## src/sv/piecewise_affine_mesh_warp_defines.svh

```systemverilog
// assertion macros shared by the mesh warp rtl
`ifndef PIECEWISE_AFFINE_MESH_WARP_DEFINES_SVH
`define PIECEWISE_AFFINE_MESH_WARP_DEFINES_SVH

// same-cycle implication, checked outside reset
`define PAMW_ASSERT_NOW(label, ante, cons, msg) \
    label: assert property (@(posedge aclk) disable iff (!aresetn) (ante) |-> (cons)) \
        else $error(msg);

// next-cycle implication, checked outside reset
`define PAMW_ASSERT_NEXT(label, ante, cons, msg) \
    label: assert property (@(posedge aclk) disable iff (!aresetn) (ante) |=> (cons)) \
        else $error(msg);

`endif

```

## src/sv/pamw_pkg.sv

```systemverilog
// shared types, constants and rounding function of the mesh warp
package pamw_pkg;

    localparam int MAX_TRI_DEF = 64;
    localparam int COORD_W     = 32;
    localparam int TC_W        = 7;
    localparam int SLOT_W      = 6;
    localparam int CORNER_W    = 2;
    localparam int CFG_IDX_W   = 3;
    localparam int CFG_DATA_W  = 32;
    localparam int LANES       = 6;
    localparam int OP_W        = 33;
    localparam int PROD_W      = 66;
    localparam int WIDE_W      = 67;
    localparam int MAG_W       = 66;
    localparam int Q_W         = 18;
    localparam int DIV_W       = MAG_W + Q_W;
    localparam int STEP_W      = 5;
    localparam int ROUND_BITS  = 16;
    localparam int ROUND_HALF  = 32768;
    localparam int WEIGHT_W    = 19;
    localparam int WEIGHT_ONE  = 65536;

    // configuration register indexes
    localparam logic [CFG_IDX_W-1:0] REG_MAT_XX  = 3'd0;
    localparam logic [CFG_IDX_W-1:0] REG_MAT_XY  = 3'd1;
    localparam logic [CFG_IDX_W-1:0] REG_MAT_YX  = 3'd2;
    localparam logic [CFG_IDX_W-1:0] REG_MAT_YY  = 3'd3;
    localparam logic [CFG_IDX_W-1:0] REG_SHIFT_X = 3'd4;
    localparam logic [CFG_IDX_W-1:0] REG_SHIFT_Y = 3'd5;
    localparam logic [CFG_IDX_W-1:0] REG_TCOUNT  = 3'd6;

    // item function codes
    localparam logic FUNC_LOAD  = 1'b0;
    localparam logic FUNC_POINT = 1'b1;

    // corner codes
    localparam logic [CORNER_W-1:0] CORNER_0 = 2'd0;
    localparam logic [CORNER_W-1:0] CORNER_2 = 2'd2;

    typedef enum logic [1:0] {
        ROT_HOLD = 2'd0,
        ROT_ALL  = 2'd1,
        ROT_TAIL = 2'd2
    } rot_mode_t;

    typedef struct packed {
        logic signed [COORD_W-1:0] y;
        logic signed [COORD_W-1:0] x;
    } vtx_t;

    typedef struct packed {
        vtx_t [2:0] src;
        vtx_t [2:0] dst;
    } tri_t;

    // corner write broadcast to all cells
    typedef struct packed {
        logic                wr_en;
        logic [SLOT_W-1:0]   slot;
        logic [CORNER_W-1:0] corner;
        vtx_t                src;
        vtx_t                dst;
    } load_t;

    // drop 16 fraction bits, round half up, saturate to 32 bits
    function automatic logic signed [COORD_W-1:0] round_sat(
        input logic signed [WIDE_W-1:0] x);
        logic signed [WIDE_W-1:0]            t;
        logic signed [WIDE_W-ROUND_BITS-1:0] r;
        logic signed [COORD_W-1:0]           res;
        t = x + WIDE_W'(ROUND_HALF);
        r = t[WIDE_W-1:ROUND_BITS];
        if (r[WIDE_W-ROUND_BITS-1] && !(&r[WIDE_W-ROUND_BITS-1:COORD_W-1])) begin
            res = {1'b1, {(COORD_W-1){1'b0}}};
        end else if (!r[WIDE_W-ROUND_BITS-1] && (|r[WIDE_W-ROUND_BITS-1:COORD_W-1])) begin
            res = {1'b0, {(COORD_W-1){1'b1}}};
        end else begin
            res = r[COORD_W-1:0];
        end
        return res;
    endfunction

endpackage

```

## src/sv/pamw_div.sv

```systemverilog
// restoring divider giving round(n / d) with 16 fraction bits
module pamw_div
    import pamw_pkg::*;
(
    input  logic             aclk,
    input  logic             aresetn,
    input  logic             start,
    input  logic [MAG_W-1:0] numer,
    input  logic [MAG_W-1:0] denom,
    output logic             done,
    output logic [Q_W-1:0]   quot
);

    localparam logic [STEP_W-1:0] STEP_LAST = STEP_W'(Q_W - 1);

    logic [DIV_W-1:0]  rem_reg, rem_next, dv_reg, dv_next;
    logic [Q_W-1:0]    q_reg, q_next;
    logic [STEP_W-1:0] step_reg, step_next;
    logic              load_reg, load_next, run_reg, run_next, done_reg, done_next;
    logic [DIV_W:0]    diff;

    assign diff = {1'b0, rem_reg} - {1'b0, dv_reg};

    // load, scale (n*2^17 + d over 2d), then one quotient bit a cycle
    always_comb begin
        rem_next  = rem_reg;
        dv_next   = dv_reg;
        q_next    = q_reg;
        step_next = step_reg;
        load_next = 1'b0;
        run_next  = run_reg;
        done_next = 1'b0;
        if (start) begin
            rem_next  = DIV_W'(numer);
            dv_next   = DIV_W'(denom);
            load_next = 1'b1;
            run_next  = 1'b0;
        end else if (load_reg) begin
            rem_next  = (rem_reg << (Q_W - 1)) + dv_reg;
            dv_next   = dv_reg << Q_W;
            q_next    = '0;
            step_next = '0;
            run_next  = 1'b1;
        end else if (run_reg) begin
            if (!diff[DIV_W]) begin
                rem_next = diff[DIV_W-1:0];
            end
            q_next  = {q_reg[Q_W-2:0], ~diff[DIV_W]};
            dv_next = dv_reg >> 1;
            if (step_reg == STEP_LAST) begin
                run_next  = 1'b0;
                done_next = 1'b1;
            end else begin
                step_next = step_reg + STEP_W'(1);
            end
        end
    end

    always_ff @(posedge aclk) begin
        if (!aresetn) begin
            load_reg <= 1'b0;
            run_reg  <= 1'b0;
            done_reg <= 1'b0;
        end else begin
            load_reg <= load_next;
            run_reg  <= run_next;
            done_reg <= done_next;
        end
    end

    always_ff @(posedge aclk) begin
        rem_reg  <= rem_next;
        dv_reg   <= dv_next;
        q_reg    <= q_next;
        step_reg <= step_next;
    end

    assign done = done_reg;
    assign quot = q_reg;

endmodule

```

## config.mk

```make
export PLATFORM = sky130hd
export DESIGN_NAME = pamw_div
export DESIGN_NICKNAME = d
export VERILOG_FILES = /design/src/sv/piecewise_affine_mesh_warp_defines.svh /design/src/sv/pamw_pkg.sv /design/src/sv/pamw_div.sv
export SDC_FILE = /design/constraint.sdc
export NUM_CORES = 1
export LEC_CHECK = 0
export ABC_AREA = 1
export BUFFER_PORTS_ARGS = -buffer_cell sky130_fd_sc_hd__clkbuf_2
export CAP_MARGIN = 20
export CORE_MARGIN = 2
export CORE_UTILIZATION = 30
export CTS_CLUSTER_DIAMETER = 100
export CTS_CLUSTER_SIZE = 28
export DETAILED_ROUTE_END_ITERATION = 12
export GPL_TIMING_DRIVEN = 0
export PLACE_DENSITY = 0.45
export SKIP_CTS_REPAIR_TIMING = 1
export SYNTH_ARGS = -nofsm -noshare
export SYNTH_HDL_FRONTEND = slang
export SYNTH_SLANG_ARGS = --single-unit
```

## constraint.sdc

```tcl
create_clock -name aclk -period 7.41 [get_ports aclk]
set_input_delay 0.3705 -clock aclk [delete_from_list [all_inputs] [get_ports aclk]]
set_output_delay 0.3705 -clock aclk [all_outputs]
set_load 0.05 [all_outputs]
```

Word level (Yosys, flattened, before mapping):

Cells that the tools add are included.

* bits in registers: 194
* bits of input ports: 135
* output and inout bits: 19

* $add $sub $neg: 3
* equal/unequal tests: 4
* mux-type cells: 15
* bitwise logic cells: 4
* reductions and logical operators: 8

Operators by type and width (number)
* $mux 84: 5
* $mux 66: 2
* $sub 84x84->85: 1
* $add 84x84->84: 1
* $mux 18: 1
* $mux 5: 2
* $reduce_and 2->1: 3
* $add 5x1->5 const B: 1
* $eq 5x5->1 const B: 1
* $mux 1: 5
* $ne 2x2->1 const B: 2
* $not 1->1: 4
* $reduce_or 4->1: 1
* $ne 3x3->1 const B: 1
* $reduce_and 3->1: 1
* $reduce_bool 3->1: 1
* $reduce_bool 2->1: 1
* $reduce_or 2->1: 1

Depth between registers and ports, before layout:

* depth in word-level cells: 5
* depth in mapped cells: 20
* depth with buffers taken out: 19

Least setup slack after synthesis:

OpenSTA, ideal clock, no wires.

* kind: reg-to-reg
* start: reg dv_reg[0]
* end: reg rem_reg[0], enable pin
* data arrival time: 3.122 ns
* required time: 6.984 ns
* slack: 3.863 ns
* stages on the path, launching flop included: 12
* path buffers: 0
* cell sequence: edfxtp_1 > ha_1 > fa_1 > inv_1 > nand3_1 > nand3_1 > nand4_1 > nand3_2 > nand3_2 > nand3_2 > nand2_2 > nand2_1

* word-level cells in the longest chain between the ends: 3

RTL lines
* start, declared: line pamw_div.sv:16 `logic [DIV_W-1:0] rem_reg, rem_next, dv_reg, dv_next;`
* start signal, assigned: line pamw_div.sv:73 `dv_reg <= dv_next;`
* $sub 84x84->85: line pamw_div.sv:22 `assign diff = {1'b0, rem_reg} - {1'b0, dv_reg};`
* $ne 3x3->1 (no line)
* $reduce_and 2->1 (no line)
* end signal, assigned: line pamw_div.sv:72 `rem_reg <= rem_next;`
* end, declared: line pamw_div.sv:16

Every way passes these cells.
A chain may end at the register's enable or synchronous reset.

Final worst setup path:

* start: reg rem_reg[8]
* end: reg rem_reg[59] (data pin)

* word-level cells in the longest chain between the ends: 5
* elaborated cells on any way between the ends: 6
* classes of those cells: add/sub: 2; mux: 4

RTL lines
* $sub 84x84->85: line pamw_div.sv:22
* $mux 84: line pamw_div.sv:45 `if (!diff[DIV_W]) begin`
* $mux 84: line pamw_div.sv:44 `end else if (run_reg) begin`
* $mux 84 *: line pamw_div.sv:38 `end else if (load_reg) begin`
* $mux 66 *: line pamw_div.sv:33 `if (start) begin`
* net rem_next[59]: line pamw_div.sv:16

The timed path passes the listed nets; every way through them passes the cells marked *. The select of a mux whose other input is x is not followed.

==> results.py <==
metrics = {
    "drt": {
        "wl_um": 116000,
        "drc": 0,
        "vias_per_cell": 5.07,
        "dr.pass1.iters": 10,
        "wl_per_cell_um": 23.5,
        "via_count": 25000,
        "ant_nets": 0,
        "drtIter0Drc": 2739,
    },
    "finish": {
        "seq_area_um2": 5440,
        "drive_gt1_frac": 0.0685,
        "multi_input_comb_area_um2": 13600,
        "syn2layout_area_growth_pct": 12.4,
        "final_nets": 4246,
        "n_fill_cell": 8438,
        "utilization": 0.340,
    },
    "worst_setup_path": {
        "path_class": "reg -> reg",
        "slowest_stage": "o21ai_0",
        "crit_chain": "ha_1 -> nand2_1 -> inv_1 -> a21oi_1 -> nand3_1 -> nand2_1 -> nand3b_1 -> nand2_1 -> nand2_1 -> nand2_1 -> nand2_1 -> o21ai_0 -> nor2_1 -> nor2_1",
        "crit_required_ns": 7.78,
        "crit_buf_inv": 1,
        "startpoint_type": "register",
        "critPathArrivalTime_ns": 3.96,
        "end_kind": "register",
        "crit_family": "simple AND/OR/NAND/NOR gates",
        "crit_fanout": 4,
        "cpPeakStageDelay_ns": 0.56,
        "crit_top_cell": "nand2_1",
    },
    "synth": {
        "synth_edf_count": 155,
        "synthArstFlopShare": 0,
        "synth_largest_area_cell": "nand2_1",
        "ys_types": 43,
        "ys_seq_area_frac": 0.247,
        "syn-mean-instance-area_um2": 5.83,
        "synth_top_cell_area_share": 0.222,
        "ys.warnings.count": 0,
        "syn_nets": 4067,
        "yosys-top-cells-area": "nand2_1, edfxtp_1, inv_1",
        "ys_seq_elements": 194,
        "synth.cell_area_um2": 22000,
        "syn_inst": 3778,
        "synth-main-ff-cell": "edfxtp_1",
    },
    "floorplanning": {
        "row_count": 99,
        "die_h_um": 275,
        "start_util": 0.302,
        "io_pins": 154,
        "dieArea_um2": 75600,
        "core_um2": 72800,
        "die_w_um": 275,
    },
    "run_status": {
        "status": "finished clean",
    },
    "timing": {
        "drv_slew": 0,
        "fmax_ghz": 0.279,
        "max_slew_margin": 0.170,
        "skew_ns": 0.0328,
        "finalSetupViolations": 0,
        "hold_violations": 0,
        "worst_slew_pin_slew_ns": 1.25,
        "period_needed_ns": 3.58,
        "tns_ns": 0,
        "rsz0062_at_grt": "false",
        "finalCritPeriodShare": 0.484,
    },
    "clock_network": {
        "insertion_delay_ns": 0.52,
        "htreeDepth": 4,
        "cts_sinks": 194,
        "root_buffer": "clkbuf_16",
        "cts_tree": "built",
        "cts_buffers": 17,
        "clk_path_buf_depth": 2,
        "path_clk_slew_ns": 0.09,
    },
    "global_routing": {
        "first_global_vias": 23400,
        "track_usage": 0.304,
        "grt-ovfl-total": 0,
        "antenna_found_initial": 3,
        "grt_pass1_wl_um": 162000,
        "grt_max_degree": 55,
    },
    "flow_run": {
        "drv.max_cap_violation_count": 0,
    },
    "power": {
        "power_mw": 6.41,
        "ir_worst_vdd_v": 0.000143,
        "leakagePower_nw": 12.9,
        "power.density_nw_per_um2": 259,
    },
    "placement": {
        "place.gp.congestion": 1.02,
        "dp_hpwl_um": 100000,
        "io_buffers": 153,
    },
    "hold_path": {
        "min_path_type": "in -> reg",
    },
}
[tightest hold or removal path, cell delays in order]
cell,delay (ns)
clkbuf_2,0.09
nand2_1,0.05
inv_1,0.04
[cell families (layout without fill, tap and decap cells)]
logic type | count (synthesis) | after routing | share of synthesized area
other | 0 | 1 | 0
adder cells (fa/ha/maj) | 154 | 154 | 0.0882
flip-flops | 194 | 194 | 0.247
buffers and inverters | 809 | 1001 | 0.139
AND/OR/NAND/NOR | 2014 | 2014 | 0.369
AO/OA/AOI/OAI | 585 | 585 | 0.148
XOR/XNOR | 22 | 22 | 0.00875
[stage by stage]
step	worst slack [ns]	instance area [um^2]	std cells	hold WS [ns]
3_5_place_dp	3.99	24100	4897	0.493
6_report	3.83	24800	4930	0.0694
2_1_floorplan	3.86	22000	3778	0.459
5_1_grt	3.56	24800	4929	0.0870
4_1_cts	3.94	24800	4929	0.0434
3_3_place_gp	1.92	24000	4890	0.493
[placed cells by master (no fill, tap or decap), drive strengths merged, types with 2 or more instances in the layout]
master / Yosys / final
buf: 18 / 25
edfxtp: 155 / 155
nand2: 1314 / 1314
a21o: 3 / 3
clkinv: 1 / 5
clkbuf: 44 / 214
fa: 2 / 2
nand4: 16 / 16
nand3b: 23 / 23
nand3: 168 / 168
o21ai: 183 / 183
or2: 5 / 5
nor4: 11 / 11
o221ai: 30 / 30
xor2: 19 / 19
nor3: 32 / 32
a31oi: 28 / 28
a21oi: 263 / 263
clkinvlp: 0 / 2
nor2: 442 / 442
inv: 746 / 754
o211ai: 3 / 3
and2: 3 / 3
ha: 152 / 152
dfxtp: 39 / 39
xnor2: 3 / 3
o21bai: 23 / 23
o22ai: 16 / 16
a22oi: 33 / 33
[final timing paths]
kind / startpoint / slack, ns / end / cells past startpoint
setup / recovery: rem_reg[8]$_DFFE_PP_ / 3.83 / rem_reg[59]$_DFFE_PP_ / 14
hold / removal: aresetn / 0.07 / load_reg$_SDFF_PN0_ / 3
setup reg to reg: rem_reg[8]$_DFFE_PP_ / 3.83 / rem_reg[59]$_DFFE_PP_ / 14
hold reg to reg: run_reg$_SDFF_PP0_ / 0.50 / done$_SDFF_PP0_ / 2
[Yosys cell counts, types with 15 or more instances]
cell / count
o21bai_1: 23
ha_1: 152
xor2_1: 19
o21ai_0: 168
nor2_1: 423
a22oi_1: 33
o21ai_1: 15
inv_2: 30
o22ai_1: 16
nand4_1: 16
nand3_1: 164
clkbuf_1: 44
buf_1: 15
inv_1: 716
edfxtp_1: 155
nand2_1: 1305
a31oi_1: 28
nand3b_1: 23
a21oi_1: 260
dfxtp_1: 39
o221ai_1: 30
nor3_1: 28
[area by class of cell]
type                       count  share of cell area
inverter                     747               0.113
tap                          959              0.0485
antenna                        1            0.000101
multi-input combinational   2775               0.547
clock inverter                15             0.00808
buffer                        62              0.0102
clock buffer                  17              0.0172
timing repair buffer         160              0.0360
sequential                   194               0.219
[where the power goes]
part           internal (mW)  switching, mW  leakage [nW]
logic                   1.06           2.78          10.8
registers               1.36          0.174          1.87
clock network          0.492          0.544         0.300
[layer usage]
metal	part of all wire	track usage	up-vias
li1	-	-	12300
met1	0.43	0.395	11400
met2	0.45	0.499	1050
met3	0.065	0.0364	177
met4	0.053	0.147	0
met5	0	0	-
No activity file was read; power rests on OpenSTA's default activity.
