`src/sv/piecewise_affine_mesh_warp_defines.svh`:
```
// assertion macros shared by the mesh warp rtl
`ifndef PIECEWISE_AFFINE_MESH_WARP_DEFINES_SVH
`define PIECEWISE_AFFINE_MESH_WARP_DEFINES_SVH

// same-cycle implication, checked outside reset
`define PAMW_ASSERT_NOW(label, ante, cons, msg) \
    label: assert property (@(posedge aclk) disable iff (!aresetn) (ante) |-> (cons)) \
        else $error(msg);

// next-cycle implication, checked outside reset
`define PAMW_ASSERT_NEXT(label, ante, cons, msg) \
    label: assert property (@(posedge aclk) disable iff (!aresetn) (ante) |=> (cons)) \
        else $error(msg);

`endif

```
`src/sv/pamw_pkg.sv`:
```
// shared types, constants and rounding function of the mesh warp
package pamw_pkg;

    localparam int MAX_TRI_DEF = 64;
    localparam int COORD_W     = 32;
    localparam int TC_W        = 7;
    localparam int SLOT_W      = 6;
    localparam int CORNER_W    = 2;
    localparam int CFG_IDX_W   = 3;
    localparam int CFG_DATA_W  = 32;
    localparam int LANES       = 6;
    localparam int OP_W        = 33;
    localparam int PROD_W      = 66;
    localparam int WIDE_W      = 67;
    localparam int MAG_W       = 66;
    localparam int Q_W         = 18;
    localparam int DIV_W       = MAG_W + Q_W;
    localparam int STEP_W      = 5;
    localparam int ROUND_BITS  = 16;
    localparam int ROUND_HALF  = 32768;
    localparam int WEIGHT_W    = 19;
    localparam int WEIGHT_ONE  = 65536;

    // configuration register indexes
    localparam logic [CFG_IDX_W-1:0] REG_MAT_XX  = 3'd0;
    localparam logic [CFG_IDX_W-1:0] REG_MAT_XY  = 3'd1;
    localparam logic [CFG_IDX_W-1:0] REG_MAT_YX  = 3'd2;
    localparam logic [CFG_IDX_W-1:0] REG_MAT_YY  = 3'd3;
    localparam logic [CFG_IDX_W-1:0] REG_SHIFT_X = 3'd4;
    localparam logic [CFG_IDX_W-1:0] REG_SHIFT_Y = 3'd5;
    localparam logic [CFG_IDX_W-1:0] REG_TCOUNT  = 3'd6;

    // item function codes
    localparam logic FUNC_LOAD  = 1'b0;
    localparam logic FUNC_POINT = 1'b1;

    // corner codes
    localparam logic [CORNER_W-1:0] CORNER_0 = 2'd0;
    localparam logic [CORNER_W-1:0] CORNER_2 = 2'd2;

    typedef enum logic [1:0] {
        ROT_HOLD = 2'd0,
        ROT_ALL  = 2'd1,
        ROT_TAIL = 2'd2
    } rot_mode_t;

    typedef struct packed {
        logic signed [COORD_W-1:0] y;
        logic signed [COORD_W-1:0] x;
    } vtx_t;

    typedef struct packed {
        vtx_t [2:0] src;
        vtx_t [2:0] dst;
    } tri_t;

    // corner write broadcast to all cells
    typedef struct packed {
        logic                wr_en;
        logic [SLOT_W-1:0]   slot;
        logic [CORNER_W-1:0] corner;
        vtx_t                src;
        vtx_t                dst;
    } load_t;

    // drop 16 fraction bits, round half up, saturate to 32 bits
    function automatic logic signed [COORD_W-1:0] round_sat(
        input logic signed [WIDE_W-1:0] x);
        logic signed [WIDE_W-1:0]            t;
        logic signed [WIDE_W-ROUND_BITS-1:0] r;
        logic signed [COORD_W-1:0]           res;
        t = x + WIDE_W'(ROUND_HALF);
        r = t[WIDE_W-1:ROUND_BITS];
        if (r[WIDE_W-ROUND_BITS-1] && !(&r[WIDE_W-ROUND_BITS-1:COORD_W-1])) begin
            res = {1'b1, {(COORD_W-1){1'b0}}};
        end else if (!r[WIDE_W-ROUND_BITS-1] && (|r[WIDE_W-ROUND_BITS-1:COORD_W-1])) begin
            res = {1'b0, {(COORD_W-1){1'b1}}};
        end else begin
            res = r[COORD_W-1:0];
        end
        return res;
    endfunction

endpackage

```
`src/sv/pamw_cell.sv`:
```
// one triangle cell of the rotating mesh chain
module pamw_cell
    import pamw_pkg::*;
#(
    parameter int IDX   = 0,
    parameter int CNT_W = 7
) (
    input  logic             aclk,
    input  load_t            ld,
    input  rot_mode_t        mode,
    input  logic [CNT_W-1:0] n,
    input  tri_t             next_in,
    input  tri_t             wrap_in,
    output tri_t             tri_q
);

    tri_t tri_reg, tri_next;
    logic in_range, is_last;

    assign in_range = 32'(IDX) < 32'(n);
    assign is_last  = 32'(IDX + 1) == 32'(n);

    // rotation among the slots in use, or a corner write
    always_comb begin
        tri_next = tri_reg;
        case (mode)
            ROT_ALL: begin
                if (in_range) begin
                    tri_next = is_last ? wrap_in : next_in;
                end
            end
            ROT_TAIL: begin
                if (in_range && IDX != 0) begin
                    tri_next = is_last ? wrap_in : next_in;
                end
            end
            default: begin
                if (ld.wr_en && 32'(ld.slot) == 32'(IDX) &&
                    (ld.corner inside {[CORNER_0:CORNER_2]})) begin
                    tri_next.src[ld.corner] = ld.src;
                    tri_next.dst[ld.corner] = ld.dst;
                end
            end
        endcase
    end

    always_ff @(posedge aclk) begin
        tri_reg <= tri_next;
    end

    assign tri_q = tri_reg;

endmodule

```
`config.mk`:
```
export PLATFORM = sky130hd
export DESIGN_NAME = pamw_cell
export DESIGN_NICKNAME = d
export VERILOG_FILES = /design/src/sv/piecewise_affine_mesh_warp_defines.svh /design/src/sv/pamw_pkg.sv /design/src/sv/pamw_cell.sv
export SDC_FILE = /design/constraint.sdc
export NUM_CORES = 1
export LEC_CHECK = 0
export BUFFER_PORTS_ARGS = -buffer_cell sky130_fd_sc_hd__clkbuf_2
export CAP_MARGIN = 15
export CORE_AREA = 2 2 512 514
export DETAILED_ROUTE_END_ITERATION = 8
export DIE_AREA = 0 0 514 516
export PLACE_DENSITY_LB_ADDON = 0.1
export SLEW_MARGIN = 20
export SYNTH_ARGS = -nofsm -noshare
export SYNTH_HDL_FRONTEND = slang
export SYNTH_SLANG_ARGS = --single-unit
```
`constraint.sdc`:
```
create_clock -name aclk -period 36.1 [get_ports aclk]
set_clock_uncertainty 0.1 [all_clocks]
set_input_delay 7.22 -clock aclk [delete_from_list [all_inputs] [get_ports aclk]]
set_output_delay 7.22 -clock aclk [all_outputs]
set_load 0.02 [all_outputs]
```
* Word-level counts from Yosys, hierarchy flattened
Index checks and enable logic that the tools add are counted.
Storage, ports and cells: bits of input ports 915, flip-flop bits (word level) 384, word-level logic and storage cells 37
Cells by class: multiplexer cells 8, equality and inequality tests 4, bitwise logic cells 1, reductions and logical operators 7, $lt $le $gt $ge 5
Operators with widths (number):
- 384-bit 2-to-1 mux | 3
- 384-bit case mux with 2 select lines | 1
- 192-bit bitwise mux | 2
- 64-bit demux with 2-bit select | 1
- 64-bit 2-to-1 mux | 1
- 1-bit by 7-bit equality test with 1-bit output (first input constant) | 1
- 1-bit by 7-bit < comparator with 1-bit output (first input constant) | 1
- 6-bit logical NOT | 1
- 2-bit by 1-bit >= comparator with 1-bit output (second input constant) | 2
- 1-bit logical AND | 4
- 2-bit by 3-bit < comparator with 1-bit output (second input constant) | 1
- 3-bit AND reduction | 1
- 2-bit by 1-bit equality test with 1-bit output (second input constant) | 1
- 2-bit equality test (second input constant) | 1
- 2-bit <= comparator (second input constant) | 1
- 2-bit != test (second input constant) | 1
- 2-bit nonzero test | 1
- 1-bit NOT | 1

* Longest topological paths before layout
Gate-level depths: netlist of the first run.
depth after elaboration 7, mapped depth 6, mapped depth without buffers 3

* Least setup slack after synthesis of the first run
Ideal clock, no wire load.
path kind in2reg, start input port mode[1], end register tri_reg (netlist bit tri_q[100]), enable pin, buffers on the path 2, stages on the path 5, required time 35.208 ns, path slack 18.283 ns, arrival time 16.925 ns, cells stage by stage nand2b_1 > clkbuf_1 > clkbuf_1 > nand4_1 > o21ai_0
Between the ends: cells in the longest elaborated chain, start to end 3
Ends and longest elaborated chain:
- start: declaration | line pamw_cell.sv:10 | input rot_mode_t mode,
- 2-bit by 1-bit equality test with 1-bit output / 2-bit equality test (equally long branches) | line pamw_cell.sv:26 | case (mode)
- 2-bit != test (no source line), or another cell as far along
- 3-bit AND reduction (no source line) (*)
- end signal: assignment | line pamw_cell.sv:48 | tri_reg <= tri_next;
- end: declaration | line pamw_cell.sv:17 | tri_t tri_reg, tri_next;
Every way passes the cells marked *; elsewhere a longest branch is shown, timed or not. A chain may end at the register's enable or synchronous reset.

==> impl_metrics.yaml, run 1 <==
synthesis:
  synth_seq_cells: 384
  yosys.area.top_type: "edfxtp_1"
  ys_warn_count: 0
  yosysUniqueCellTypes: 19
  synth_area_leaders: "edfxtp_1, o211ai_1, nand4_1"
  synthCells: 2238
  syn-num-nets: 3153
  yosysTopAreaCellShare: 0.537
  avgSynthCellArea_um2: 9.60
  yosysSeqAreaShare: 0.537
  syn-cell-area_um2: 21500
sta:
  worstMarginPinSlew_ns: 1.09
  fin_crit_ns: 10.63
  hold_viol_final: 0
  slew_headroom: 0.275
  timing.final.crit_share: 0.294
  rsz0062_at_grt: "false"
  tns_ns: 0
  finalSetupViolCount: 0
  drv_slew: 0
  max_freq_mhz: 94.1
  hold_slack_ns: 6.77
setup_path:
  start_kind: "input pin"
  arrival_ns: 10.90
  required_ns: 36.37
  crit_type: "input pin to flop"
  worstSetupEndpointType: "flop"
  path_max_fanout: 72
floorplan:
  io_pins: 1299
  core_um2: 259000
  start_util: 0.0829
  die-height_um: 516
  die_x_um: 514
  rows: 187
  floorplan.die_area_um2: 265000
drt:
  routed_wl_um: 203000
  drt_iter0_markers: 1624
  dr.pass1.iters: 8
  vias_per_cell: 3.69
  ant_nets: 0
  routedWlPerCell_um: 29.7
  num_vias: 25300
  post-route-drc-count: 0
final_layout:
  fin_area_um2: 33700
  final_common_cell: "clkbuf_2"
  syn_to_final_growth_pct: 56.8
  largest_reg_flops: 384
  num-nets-final: 4276
  mostFrequentLayoutCells: "clkbuf_2, nand4_1, nand2_1, nand3_1"
  drive_gt1_frac: 0.425
clocking:
  cts_setup_buffers: 0
  cts_tree: "built"
  cts_num_sinks: 384
  ctsResizeCount: 0
  cts_inserted_buffers: 66
  cts_buffer_depth: 3
  cts-root-buf: "clkbuf_16"
  clk_pin_slew_worst_paths_ns: 0.06
  ctsHtreeMaxLevel: 3
  holdBufCountCts: 0
job:
  cap_violations: 0
power_and_ir_drop:
  power.leakage_nw: 11.6
  powerDensity_nw_per_um2: 43.0
  power.total_mw: 1.45
  vdd_drop_max_uv: 29.9
global_route:
  grt_overflow: 0
  grt_pass1_wl_um: 265000
  grt_pass1_vias: 26700
  grt_max_degree: 160
  gr-usage-all-layers: 0.147
  antenna_found_initial: 100
min_path:
  min_path_type: "input pin to flop"
placement:
  io_buffers: 1298
  hpwl_um: 156000
  dpl_cell_area_um2: 31600
  place_congestion: 0.818
run_status:
  status: "completed"
[layout make-up]
type / instances / area (µm²)
antenna: 29 / 72.6
clock buffer: 85 / 1720
clock inverter: 25 / 253
fill: 30100 / 226000
inverter: 2 / 7.51
multi-input combinational: 1555 / 8860
sequential: 384 / 11500
tap: 3402 / 4260
timing repair buffer: 1352 / 6990
[where the power goes]
part	switching, mW	internal (mW)
registers	0.0141	0.530
clock network	0.283	0.354
logic	0.187	0.0800
total	0.484	0.964
[cell usage after synthesis, drive strengths merged]
cell / count
nor4b: 1
inv: 2
and2: 1
nand4: 385
clkbuf: 254
nor2b: 3
nand2b: 2
o211ai: 384
nor3: 2
nand3: 385
nand2: 385
o21ai: 3
nor2: 1
a21o: 1
nor4: 1
edfxtp: 384
buf: 43
nor3b: 1
[worst paths after layout]
path	start	endpoint	slack, ns	depth (start not counted)
worst min-delay path	wrap_in[80]	tri_q[80]$_DFFE_PP_	6.77	3
worst max-delay path	n[6]	tri_q[266]$_DFFE_PP_	25.47	7
[critical path, cell delays in order]
cell and delay [ns]:
clkbuf_2 0.10, nor4_4 0.26, buf_4 0.56, and2_4 0.76, buf_4 0.67, buf_4 0.86
o211ai_1 0.24
[cells by family after synthesis]
logic type             Yosys count  share of synthesized area
AOI/OAI and AO/OA              388                      0.135
DFF                            384                      0.537
buffers and inverters          299                     0.0546
and+or+nand+nor               1167                      0.273
[metrics by stage]
step           instances  worst slack, ns   util
2_1_floorplan       2238            18.28      -
3_3_place_gp        6695            24.73  0.122
3_5_place_dp        6695            24.68  0.122
4_1_cts             6805            25.49  0.130
5_1_grt             6811            25.31  0.130
6_report            6834            25.47  0.130
[layer usage]
layer	part of all wire	up-vias	track usage
met5	0.0022	-	0
met4	0.023	76	0.0371
met3	0.094	261	0.0586
met2	0.49	1156	0.255
met1	0.39	12700	0.166
li1	-	11100	-
Power figures use the tool's default switching activity.
==> run 2: changes to the inputs <==
==> constraint.sdc (replaced) <==
create_clock -name aclk -period 10.4 [get_ports aclk]
set_clock_uncertainty 0.1 [all_clocks]
set_input_delay 2.08 -clock aclk [delete_from_list [all_inputs] [get_ports aclk]]
set_output_delay 2.08 -clock aclk [all_outputs]
set_load 0.02 [all_outputs]
==> run 2 against run 1 <==
  * Die area is the same
  * Critical endpoint is now tri_q[236]$_DFFE_PP_
  * Via count is 0.42% lower
  * Wire length down 0.34%
  * Design area is 0.88% higher
  * Flip-flop and latch count is the same
  * Critical path depth did not move
  * Worst setup slack worse by 20 ns
  * Core utilization is 0.11 points higher
  * Largest cell class unchanged
==> impl_metrics.yaml, run 2 (same netlist as run 1, synthesis figures left out) <==
placement:
  hpwl_um: 156000
  io_buffers: 1298
  dpl_cell_area_um2: 31800
  place_congestion: 0.826
setup_path:
  worstSetupEndpointType: "flop"
  crit_type: "input pin to flop"
  required_ns: 10.59
  path_max_fanout: 84
  arrival_ns: 5.09
  start_kind: "input pin"
  worstSetupEndpoint: "tri_q[236]$_DFFE_PP_"
  crit_start: "ld[128]"
final_layout:
  drive_gt1_frac: 0.427
  largest_reg_flops: 384
  num-nets-final: 4284
  fin_area_um2: 34000
  syn_to_final_growth_pct: 58.2
  fin_util: 0.131
  final_common_cell: "clkbuf_2"
  fill_cells: 30000
  mostFrequentLayoutCells: "clkbuf_2, nand4_1, nand2_1, nand3_1"
drt:
  num_vias: 25100
  routedWlPerCell_um: 29.5
  dr.pass1.iters: 5
  ant_nets: 0
  vias_per_cell: 3.67
  drt_iter0_markers: 1566
  routed_wl_um: 202000
  post-route-drc-count: 0
floorplan:
  io_pins: 1299
  die-height_um: 516
  rows: 187
  start_util: 0.0829
  floorplan.die_area_um2: 265000
  core_um2: 259000
  die_x_um: 514
min_path:
  whs_path_depth: 3
  hp-start: "wrap_in[284]"
  min_path_type: "input pin to flop"
sta:
  fin_crit_ns: 4.90
  worstMarginPinSlew_ns: 1.03
  tns_ns: 0
  hold_viol_final: 0
  max_freq_mhz: 204
  finalSetupViolCount: 0
  rsz0062_at_grt: "false"
  drv_slew: 0
  timing.final.crit_share: 0.471
  slew_headroom: 0.314
power_and_ir_drop:
  powerDensity_nw_per_um2: 151
  p_sw_frac: 0.323
  power.total_mw: 5.15
  clkPwrFrac: 0.453
  p_int_mw: 3.49
  power.leakage_nw: 11.7
  p_switching_mw: 1.66
  vdd_drop_max_uv: 101
  combPwrFrac: 0.180
  power_frac_seq: 0.367
global_route:
  grt_pass1_vias: 26900
  grt_max_degree: 134
  gr-usage-all-layers: 0.146
  grt_overflow: 0
  antenna_found_initial: 91
  grt_pass1_wl_um: 265000
run_status:
  status: "completed"
clocking:
  clk_pin_slew_worst_paths_ns: 0.06
  cts-root-buf: "clkbuf_16"
  cts_inserted_buffers: 67
  ctsResizeCount: 0
  ctsHtreeMaxLevel: 3
  cts_setup_buffers: 0
  cts_num_sinks: 384
  holdBufCountCts: 0
  cts_tree: "built"
  cts_buffer_depth: 3
job:
  cap_violations: 0
==> run 2: area by class of cell <==
cell class,instances,area (µm²),share of cell area
Multi-Input combinational cell,1555,8860,0.261
Antenna cell,30,75.1,0.00221
Sequential cell,384,11500,0.339
Inverter,2,7.51,0.000221
Clock inverter,37,360,0.0106
Tap cell,3402,4260,0.125
Clock buffer,84,1780,0.0525
Timing Repair Buffer,1359,7120,0.209
==> run 2: metrics by stage <==
| stage | setup WS [ns] | hold WS [ns] | cells |
|---|---|---|---|
| 6_report | 5.50 | 1.65 | 6853 |
| 5_1_grt | 5.39 | 1.59 | 6829 |
| 4_1_cts | 5.64 | 1.52 | 6823 |
| 3_5_place_dp | 4.84 | 2.33 | 6702 |
| 3_3_place_gp | 4.83 | 2.32 | 6702 |
| 2_1_floorplan | 1.17 | 2.21 | 2238 |
==> run 2: worst min path at each step <==
stage | slack [ns] | to
5_1_grt | 1.59 | tri_q[230]$_DFFE_PP_
4_1_cts | 1.52 | tri_q[284]$_DFFE_PP_
3_3_place_gp | 2.32 | tri_q[212]$_DFFE_PP_
2_1_floorplan | 2.21 | tri_q[0]$_DFFE_PP_
3_5_place_dp | 2.33 | tri_q[266]$_DFFE_PP_
6_report | 1.65 | tri_q[284]$_DFFE_PP_
==> run 2: power by group through the flow <==
stage	registers (mW)	logic [mW]	clock network (mW)
after global routing	1.90	0.998	2.49
after floorplan	2.06	0.237	0
after detailed placement	1.92	0.954	0
after CTS	1.89	0.956	2.47
after global placement	1.92	0.960	0
final	1.89	0.926	2.33
==> run 2: critical path: stages <==
cell and delay [ns]:
clkbuf_2 0.14, nor2_4 0.11, buf_4 0.61, nand3_1 0.23
o21ai_4 0.20, buf_12 0.40, buf_4 0.74
==> run 2: routing by layer <==
metal  track usage  up-vias  wire (µm)
met4        0.0330       66       4010
met2         0.254     1160      99200
met1         0.167    12600      79900
met5             0        -        415
li1              -    11100          -
met3        0.0579      239      18700
